## src/hw/rtl/fgcm_pkg.sv

```systemverilog
// ----------------------------------------------------------------------------
// fgcm_pkg
// shared constants, types and controller commands of the meeting node block
// ----------------------------------------------------------------------------
package fgcm_pkg;

  // graph size
  localparam int MAX_NODES = 1024;
  localparam int NODE_W    = $clog2(MAX_NODES);
  localparam int COUNT_W   = NODE_W + 1;
  localparam int EDGE_W    = NODE_W + 1;

  // visit tags: epoch zero means never visited
  localparam int EPOCH_W    = 8;
  localparam int EPOCH_LAST = (1 << EPOCH_W) - 1;
  localparam int DIST_A_W   = EPOCH_W + NODE_W;

  // request opcodes
  localparam logic OP_LOAD  = 1'b0;
  localparam logic OP_QUERY = 1'b1;

  typedef enum logic [2:0] {
    ST_CLEAR,
    ST_IDLE,
    ST_A_ISSUE,
    ST_A_STEP,
    ST_B_ISSUE,
    ST_B_STEP,
    ST_DONE
  } state_t;

  // controller to datapath
  typedef struct packed {
    logic clr;        // clear one tag entry
    logic take;       // accept a request
    logic init_b;     // restart the walker at the second start
    logic walk_b;     // walker follows the second start
    logic step;       // one hop of the walker
    logic epoch_adv;  // query finished
  } cmd_t;

  // datapath to controller
  typedef struct packed {
    logic clr_last;
    logic cur_ok;
    logic visited;
    logic cont;
    logic epoch_last;
  } status_t;

endpackage

```

## src/hw/rtl/fgcm_ctrl.sv

```systemverilog
// ----------------------------------------------------------------------------
// fgcm_ctrl
// sequencer: tag clearing, request accept, two chain walks, result strobe
// ----------------------------------------------------------------------------
module fgcm_ctrl import fgcm_pkg::*; (
  input  logic    clk,
  input  logic    rst,
  input  logic    start,
  input  logic    opcode,
  input  status_t sts,
  output cmd_t    cmd,
  output logic    busy,
  output logic    done
);

  state_t state, state_next;

  // state register
  always_ff @(posedge clk) begin
    if (rst) begin
      state <= ST_CLEAR;
    end else begin
      state <= state_next;
    end
  end

  // next state and commands
  always_comb begin
    state_next = state;
    cmd        = '0;
    busy       = 1'b1;
    done       = 1'b0;
    case (state)
      ST_CLEAR: begin
        cmd.clr = 1'b1;
        if (sts.clr_last) begin
          state_next = ST_IDLE;
        end
      end
      ST_IDLE: begin
        busy = 1'b0;
        if (start) begin
          cmd.take = 1'b1;
          if (opcode == OP_QUERY) begin
            state_next = ST_A_ISSUE;
          end
        end
      end
      ST_A_ISSUE: begin
        if (sts.cur_ok) begin
          state_next = ST_A_STEP;
        end else begin
          cmd.init_b = 1'b1;
          state_next = ST_B_ISSUE;
        end
      end
      ST_A_STEP: begin
        cmd.step = 1'b1;
        if (sts.visited || !sts.cont) begin
          cmd.init_b = 1'b1;
          state_next = ST_B_ISSUE;
        end
      end
      ST_B_ISSUE: begin
        cmd.walk_b = 1'b1;
        if (sts.cur_ok) begin
          state_next = ST_B_STEP;
        end else begin
          state_next = ST_DONE;
        end
      end
      ST_B_STEP: begin
        cmd.walk_b = 1'b1;
        cmd.step   = 1'b1;
        if (sts.visited || !sts.cont) begin
          state_next = ST_DONE;
        end
      end
      ST_DONE: begin
        done          = 1'b1;
        cmd.epoch_adv = 1'b1;
        state_next    = sts.epoch_last ? ST_CLEAR : ST_IDLE;
      end
      default: begin
        state_next = ST_CLEAR;
      end
    endcase
  end

endmodule

```

## config.mk

```make
export PLATFORM = sky130hd
export DESIGN_NAME = fgcm_ctrl
export DESIGN_NICKNAME = d
export VERILOG_FILES = /design/src/hw/rtl/fgcm_pkg.sv /design/src/hw/rtl/fgcm_ctrl.sv
export SDC_FILE = /design/constraint.sdc
export NUM_CORES = 1
export LEC_CHECK = 0
export ABC_AREA = 0
export BUFFER_PORTS_ARGS = -buffer_cell sky130_fd_sc_hd__clkbuf_2
export CELL_PAD_IN_SITES_DETAIL_PLACEMENT = 0
export CELL_PAD_IN_SITES_GLOBAL_PLACEMENT = 1
export CORE_AREA = 4 4 41 43
export CTS_CLUSTER_DIAMETER = 100
export DETAILED_ROUTE_END_ITERATION = 10
export DIE_AREA = 0 0 45 47
export PLACE_DENSITY_LB_ADDON = 0.1
export RECOVER_POWER = 25
export SYNTH_ARGS = -nofsm -noshare
export SYNTH_HDL_FRONTEND = slang
export SYNTH_SLANG_ARGS = --single-unit
export TNS_END_PERCENT = 100
```

## constraint.sdc

```tcl
create_clock -name clk -period 1.5 [get_ports clk]
set_input_delay 0.15 -clock clk [delete_from_list [all_inputs] [get_ports clk]]
set_output_delay 0.15 -clock clk [all_outputs]
set_load 0.005 [all_outputs]
```

Word level (Yosys, flattened, before mapping):

Cells that the tools add are included.

* register bits after elaboration: 3
* latch bits: 0
* memory bits (writable): 0
* memory bits (read-only): 0
* input port bits: 9
* word-level logic and storage cells: 37
* memories kept: 0

* $add $sub $neg: 0
* multipliers: 0
* divide/modulo/power cells: 0
* order comparisons: 0
* eq/ne operators: 11
* shift operators: 0
* mux-type cells: 19
* bitwise operators: 0
* reduce and logical (&&, ||, !) cells: 6

Operators by type and width (number)
* $pmux 3 s7: 1
* $mux 3: 6
* $mux 1: 10
* $ne 2x2->1 const B: 5
* $eq 3x3->1 const B: 3
* $eq 3x2->1 const B: 2
* $reduce_and 5->1: 1
* $reduce_or 2->1: 2
* $eq 3x1->1 const B: 1
* $logic_not 3->1: 1
* $mux 2: 1
* $pmux 1 s2: 1
* $logic_not 1->1: 1
* $logic_or 1x1->1: 1

Longest topological paths before layout:

Gate-level depths: netlist of the first run.

* depth after elaboration: 4
* depth in mapped cells: 4
* mapped depth without buffers: 3

Worst setup path before layout of the first run:

OpenSTA, ideal clock, no wires.

* kind: register to register
* start: register state[1]
* end: register state[0]
* library setup time: 0.123 ns
* arrival: 1.067 ns
* required time: 1.377 ns
* slack: 0.310 ns
* cell stages (with the launch flop): 5
* buffers on the path: 1
* clock period less this slack: 1.190 ns
* path through: dfxtp_1 > buf_4 > xor2_1 > a32oi_1 > mux2_1

* cells in the longest elaborated chain, start to end: 3
* elaborated cells on any way between the ends: 14

Ends and longest elaborated chain
* start, declared: RTL line fgcm_ctrl.sv:16 `state_t state, state_next;`
* start signal, assigned: RTL line fgcm_ctrl.sv:23 `state <= state_next;`
* $eq 3x2->1, or another cell as far along: RTL line fgcm_ctrl.sv:33 `case (state)`
* $ne 2x2->1 (no line)
* $reduce_and 5->1 (no line)

Parallel ways exist; a longest one is shown, timed or not.
A chain may end at the register's enable or synchronous reset.

==> results of run 1 <==
-- per-stage QoR --
stage	total power [W]	cell area, um2	setup slack [ns]
3_5_place_dp	0.000464	388	0.165
5_1_grt	0.000650	413	0.0576
2_1_floorplan	0.000390	315	0.310
6_report	0.000597	413	0.157
3_3_place_gp	0.000459	388	0.212
4_1_cts	0.000611	414	0.0686
-- cell type report --
type	count	area share (%)
clock buffer	4	6.36
tap	15	4.55
timing repair buffer	17	21.2
sequential	3	14.8
multi-input combinational	29	53.0
-- report_power, final --
group / switching, W / total [W] / internal (W)
clock: 0.0000395 / 0.000139 / 0.0000995
sequential: 0.0000627 / 0.000173 / 0.000110
combinational: 0.000125 / 0.000285 / 0.000160
-- worst max path at each step --
stage,end,slack (ns)
after floorplan,state[0]$_SDFFE_PP0P_,0.31
after global placement,state[0]$_SDFFE_PP0P_,0.21
after detailed placement,state[0]$_SDFFE_PP0P_,0.17
after CTS,cmd[3],0.07
after global routing,cmd[1],0.06
final,cmd[3],0.16
-- cells by family (layout without fill, tap and decap cells) --
logic type | after synthesis | count (layout) | share of synthesized area, %
XOR/XNOR | 1 | 1 | 2.78
buffers and inverters | 4 | 21 | 10.7
multiplexers | 1 | 1 | 3.57
AO/OA/AOI/OAI | 6 | 6 | 19.4
flip-flops | 3 | 3 | 19.0
AND/OR/NAND/NOR | 21 | 21 | 44.4
-- layer usage --
layer	wire length, um	share of wire, %
met2	320	42
met4	0	0
met5	0	0
met3	65	8.6
met1	368	49
-- cells in the final DEF (no fill, tap or decap) --
master	netlist	routed
a211o_1	1	1
a311oi_1	1	1
a32oi_1	1	1
and2_1	1	1
and3_1	2	2
and3b_1	2	2
buf_4	3	1
clkbuf_1	0	1
clkbuf_2	0	16
clkbuf_4	0	3
dfxtp_1	3	2
dfxtp_2	0	1
mux2_1	1	1
nand2_1	1	1
nand2b_1	5	5
nand3_1	1	1
nand3b_1	1	1
nor2_1	0	1
nor2b_1	3	3
nor3_1	1	1
nor3b_1	1	1
nor3b_2	1	1
o21ba_1	1	1
o2bb2ai_1	1	1
o41ai_2	1	1
or2_0	1	1
xor2_1	1	1
-- worst register-to-register path, stage by stage (launching register included) --
cell     delay [ns]
dfxtp_1        0.49
nor2_1         0.13
a32oi_1        0.20
mux2_1         0.34
==> flow_summary.yaml, run 1 <==
status:
  status: "complete, no violations"
worst_setup_path:
  startpoint: "state[0]$_SDFFE_PP0P_"
  cp_top_family: "simple AND/OR/NAND/NOR gates"
  regToRegSetupSlack_ns: 0.23
  ff2ff_path_depth: 3
  cp.depth: 3
  worst_ep_arrival_time_ns: 1.19
  crit_chain: "and3b_1 > nor3b_2 > clkbuf_2"
  reg2reg_to: "state[0]$_SDFFE_PP0P_"
  rr_startpoint: "state[2]$_SDFFE_PP0P_"
  end_kind: "output pin"
  path_max_fanout: 13
  start_kind: "flop"
  slowest_stage: "dfxtp_2"
  critical_path_class: "flop to output pin"
  critPathBufInv: 1
  worstPathRequired_ns: 1.35
  cpPeakStageDelay_ns: 0.37
floorplan:
  dieArea_um2: 2120
  io_pins: 17
  rows: 13
  die_y_um: 47
  start_util_pct: 24.2
  core_um2: 1300
  die_w_um: 45
synth:
  netlist.area_leader.share_pct: 19.0
  synth_fp_nets: 45
  ys_seq_elements: 3
  postSynth.asyncResetShare_pct: 0
  syn_avg_cell_area_um2: 8.76
  yosysSeqAreaShare_pct: 19.0
  synth_area_um2: 315
  syn-instance-count: 36
  synth-edff-count: 0
  synth_top_area_cell: "dfxtp_1"
  ys_top_cells_by_count: "nand2b_1, buf_4, dfxtp_1, nor2b_1"
  synth.area.top_cells: "dfxtp_1, nand2b_1, buf_4"
  ys_warn_count: 0
  ys_types: 24
  yosysMostFrequentCell: "nand2b_1"
  ys.flop_type: "dfxtp_1"
sta:
  max_freq_mhz: 745
  whs_ns: 0.191
  tightest_slew_ns: 0.304
  finalHoldViolations: 0
  rsz0062_at_grt: "false"
  setup_tns_ns: 0
  slew_viol_final: 0
  fin_worst_skew_ns: 0.00147
  finalSetupViolations: 0
  period_share_pct: 89.5
  slew_headroom_pct: 79.7
  period_needed_ns: 1.34
cells_and_area:
  final_cells: 68
  fin_util_pct: 31.7
  reg_top3: "state x3"
  fillers: 157
  seq_area_um2: 61.3
  largest_reg_flops: 3
  regMostFlops: "state"
  antennaDiodeCount: 0
  drive_gt1_share_pct: 43.4
  multiInputGateArea_um2: 219
  syn2layout_area_growth_pct: 31.0
  nNetsFinal: 63
route:
  viasPerCell: 4.53
  drt_iter0_drc: 2
  vias: 308
  wl_per_cell_um: 11.1
  ant_nets: 0
  routed_wl_um: 754
  first_pass_iters: 2
  drc: 0
global_routing:
  grt.total_usage_pct: 7.73
  antenna_found_initial: 0
  grtUsageMet3_pct: 3.07
  grt_start_max_net_pins: 14
  grt_util_met2_pct: 10.5
  first_global_vias: 293
  grt_pass1_wl_mm: 1.18
  gr-usage-met1_pct: 9.98
  grt_overflow: 0
  grt.busiest_layer: "met2"
pwr:
  powerDensity_nw_per_um2: 1450
  power.leakage_nw: 0.211
  peakVddDrop_mv: 0.599
hold_path:
  min_path_cells: 2
  hp-start: "rst"
  min_path_type: "input pin to flop"
  min_to: "state[1]$_SDFFE_PP0P_"
clock_tree:
  htreeDepth: 1
  root_buffer: "clkbuf_4"
  numCtsBuffers: 3
  clock_sinks: 3
  postCtsHoldBufs: 0
  cts_tree: "done"
  cts_buffer_depth: 2
  post-cts-setup-buffers: 0
  clock_latency_ns: 0.23
  cts_resized: 0
  clk_pin_slew_ns: 0.04
placement:
  gp_congestion: 0.707
  dp.cells: 64
  port_buffers: 16
  hpwlAfterDp_um: 608
job:
  cap_violations: 0
Note: power is estimated with default switching activity, not from simulation.
==> run 2: changes to the inputs <==
==> constraint.sdc (replaced) <==
create_clock -name clk -period 1.5 [get_ports clk]
set_input_delay 0.15 -clock clk [delete_from_list [all_inputs] [get_ports clk]]
set_output_delay 0.15 -clock clk [all_outputs]
set_load 0.02 [all_outputs]
==> run 2 against run 1 <==
Against the previous run:
- register-to-register slack better by 0.04 ns
- worst hold slack worse by 0.021 ns
- sequential share of layout area up 0.70 points
- cell count down 1.5%
- routed wire length down 1.3%
- sequential cell count unchanged
- via count up 0.97%
- non-clock buffer count down 1
- largest power group unchanged
- fmax down 4.0%
- count of clock-buffer cells in the layout unchanged
==> flow_summary.yaml, run 2 (same netlist as run 1, synthesis figures left out) <==
status:
  status: "complete, no violations"
route:
  routed_wl_um: 744
  drt_iter0_drc: 5
  drc: 0
  viasPerCell: 4.64
  first_pass_iters: 4
  ant_nets: 0
  vias: 311
  wl_per_cell_um: 11.1
worst_setup_path:
  end_kind: "output pin"
  worst_ep_arrival_time_ns: 1.25
  path_max_fanout: 13
  start_kind: "flop"
  regToRegSetupSlack_ns: 0.27
  worstPathRequired_ns: 1.35
  critical_path_class: "flop to output pin"
job:
  cap_violations: 0
clock_tree:
  htreeDepth: 1
  cts_buffer_depth: 2
  root_buffer: "clkbuf_4"
  clock_latency_ns: 0.24
  clk_pin_slew_ns: 0.04
  cts_tree: "done"
  numCtsBuffers: 3
  postCtsHoldBufs: 0
  clock_sinks: 3
cells_and_area:
  nNetsFinal: 62
  fillers: 148
  syn2layout_area_growth_pct: 30.2
  drive_gt1_share_pct: 48.1
  final_cells: 67
  final_cell_mix: "clkbuf_2, nand2b_1, nor2b_1, clkbuf_4, dfxtp_2"
  reg_top3: "state x3"
  largest_reg_flops: 3
  final_common_cell: "clkbuf_2"
  regMostFlops: "state"
  antennaDiodeCount: 0
global_routing:
  antenna_found_initial: 0
  grt_pass1_wl_mm: 1.07
  first_global_vias: 258
  grt.total_usage_pct: 7.65
  grt_overflow: 0
  grt_start_max_net_pins: 14
placement:
  hpwlAfterDp_um: 612
  dp.cells: 63
  port_buffers: 16
  gp_congestion: 0.704
sta:
  rsz0062_at_grt: "false"
  max_freq_mhz: 714
  finalSetupViolations: 0
  fin_worst_skew_ns: 0.000162
  slew_headroom_pct: 82.5
  slew_viol_final: 0
  tightest_slew_ns: 0.261
  period_needed_ns: 1.40
  setup_tns_ns: 0
  period_share_pct: 93.3
  finalHoldViolations: 0
pwr:
  peakVddDrop_mv: 0.564
  power.leakage_nw: 0.207
  powerDensity_nw_per_um2: 1620
floorplan:
  start_util_pct: 24.2
  io_pins: 17
  core_um2: 1300
  rows: 13
  die_w_um: 45
  die_y_um: 47
  dieArea_um2: 2120
hold_path:
  min_path_type: "input pin to flop"
-- run 2: cell types whose count changed in the layout (fill, tap and decap cells not counted), sizes merged --
| cell | change |
|---|---|
| buf | -1 |
-- run 2: power by group --
part           switching (W)  total, W  internal (W)
Sequential         0.0000672  0.000180      0.000113
Combinational       0.000185  0.000340      0.000155
Clock              0.0000454  0.000145     0.0000999
-- run 2: worst paths after layout --
check / from / to / cells after the start
max reg2reg: state[0]$_SDFFE_PP0P_ / state[0]$_SDFFE_PP0P_ / 3
max: state[0]$_SDFFE_PP0P_ / cmd[3] / 3
min: rst / state[1]$_SDFFE_PP0P_ / 2
min reg2reg: state[1]$_SDFFE_PP0P_ / state[1]$_SDFFE_PP0P_ / 1
-- run 2: stage by stage --
| step | hold WS [ns] | utilization (%) | cell area [um2] | total power, W | worst slack, ns |
|---|---|---|---|---|---|
| finish | 0.171 | 31.5 | 410 | 0.000665 | 0.100 |
| global route | 0.178 | 31.5 | 410 | 0.000711 | 0.0195 |
| CTS | 0.177 | 31.3 | 407 | 0.000671 | 0.00610 |
| detailed placement | 0.427 | 29.2 | 380 | 0.000522 | 0.152 |
| global placement | 0.434 | 29.2 | 380 | 0.000516 | 0.210 |
| floorplan | 0.250 | - | 315 | 0.000457 | 0.299 |
-- run 2: timing repair --
action | in CTS | in global routing
buffers inserted | 0 | 0
endpoints found under the hold margin | 0 | 0
endpoints found under the setup margin | 0 | 2
resized for setup | 0 | 3
-- run 2: worst max-delay path: stages, from the launching register on --
cell	delay (ns)
dfxtp_2	0.36
and3b_1	0.23
nor3b_2	0.22
clkbuf_2	0.20
-- run 2: final cells by class --
class	count	area (um2)	area share [%]
well taps	15	18.8	4.57
clock buffers	4	26.3	6.40
repair buffers	16	80.1	19.5
multi-input cells	29	221	54.0
flip-flops and latches	3	63.8	15.5
-- run 2: per-layer routing --
layer  track usage [%]  routed length [um]  vias to the layer above  part of all wire [%]
met3              3.83                  83                        5                    11
met4              8.77                  30                        0                   4.0
met2              9.60                 304                       15                    41
met5                 0                   0                        -                     0
li1                  -                   -                      159                     -
met1              8.60                 326                      132                    44
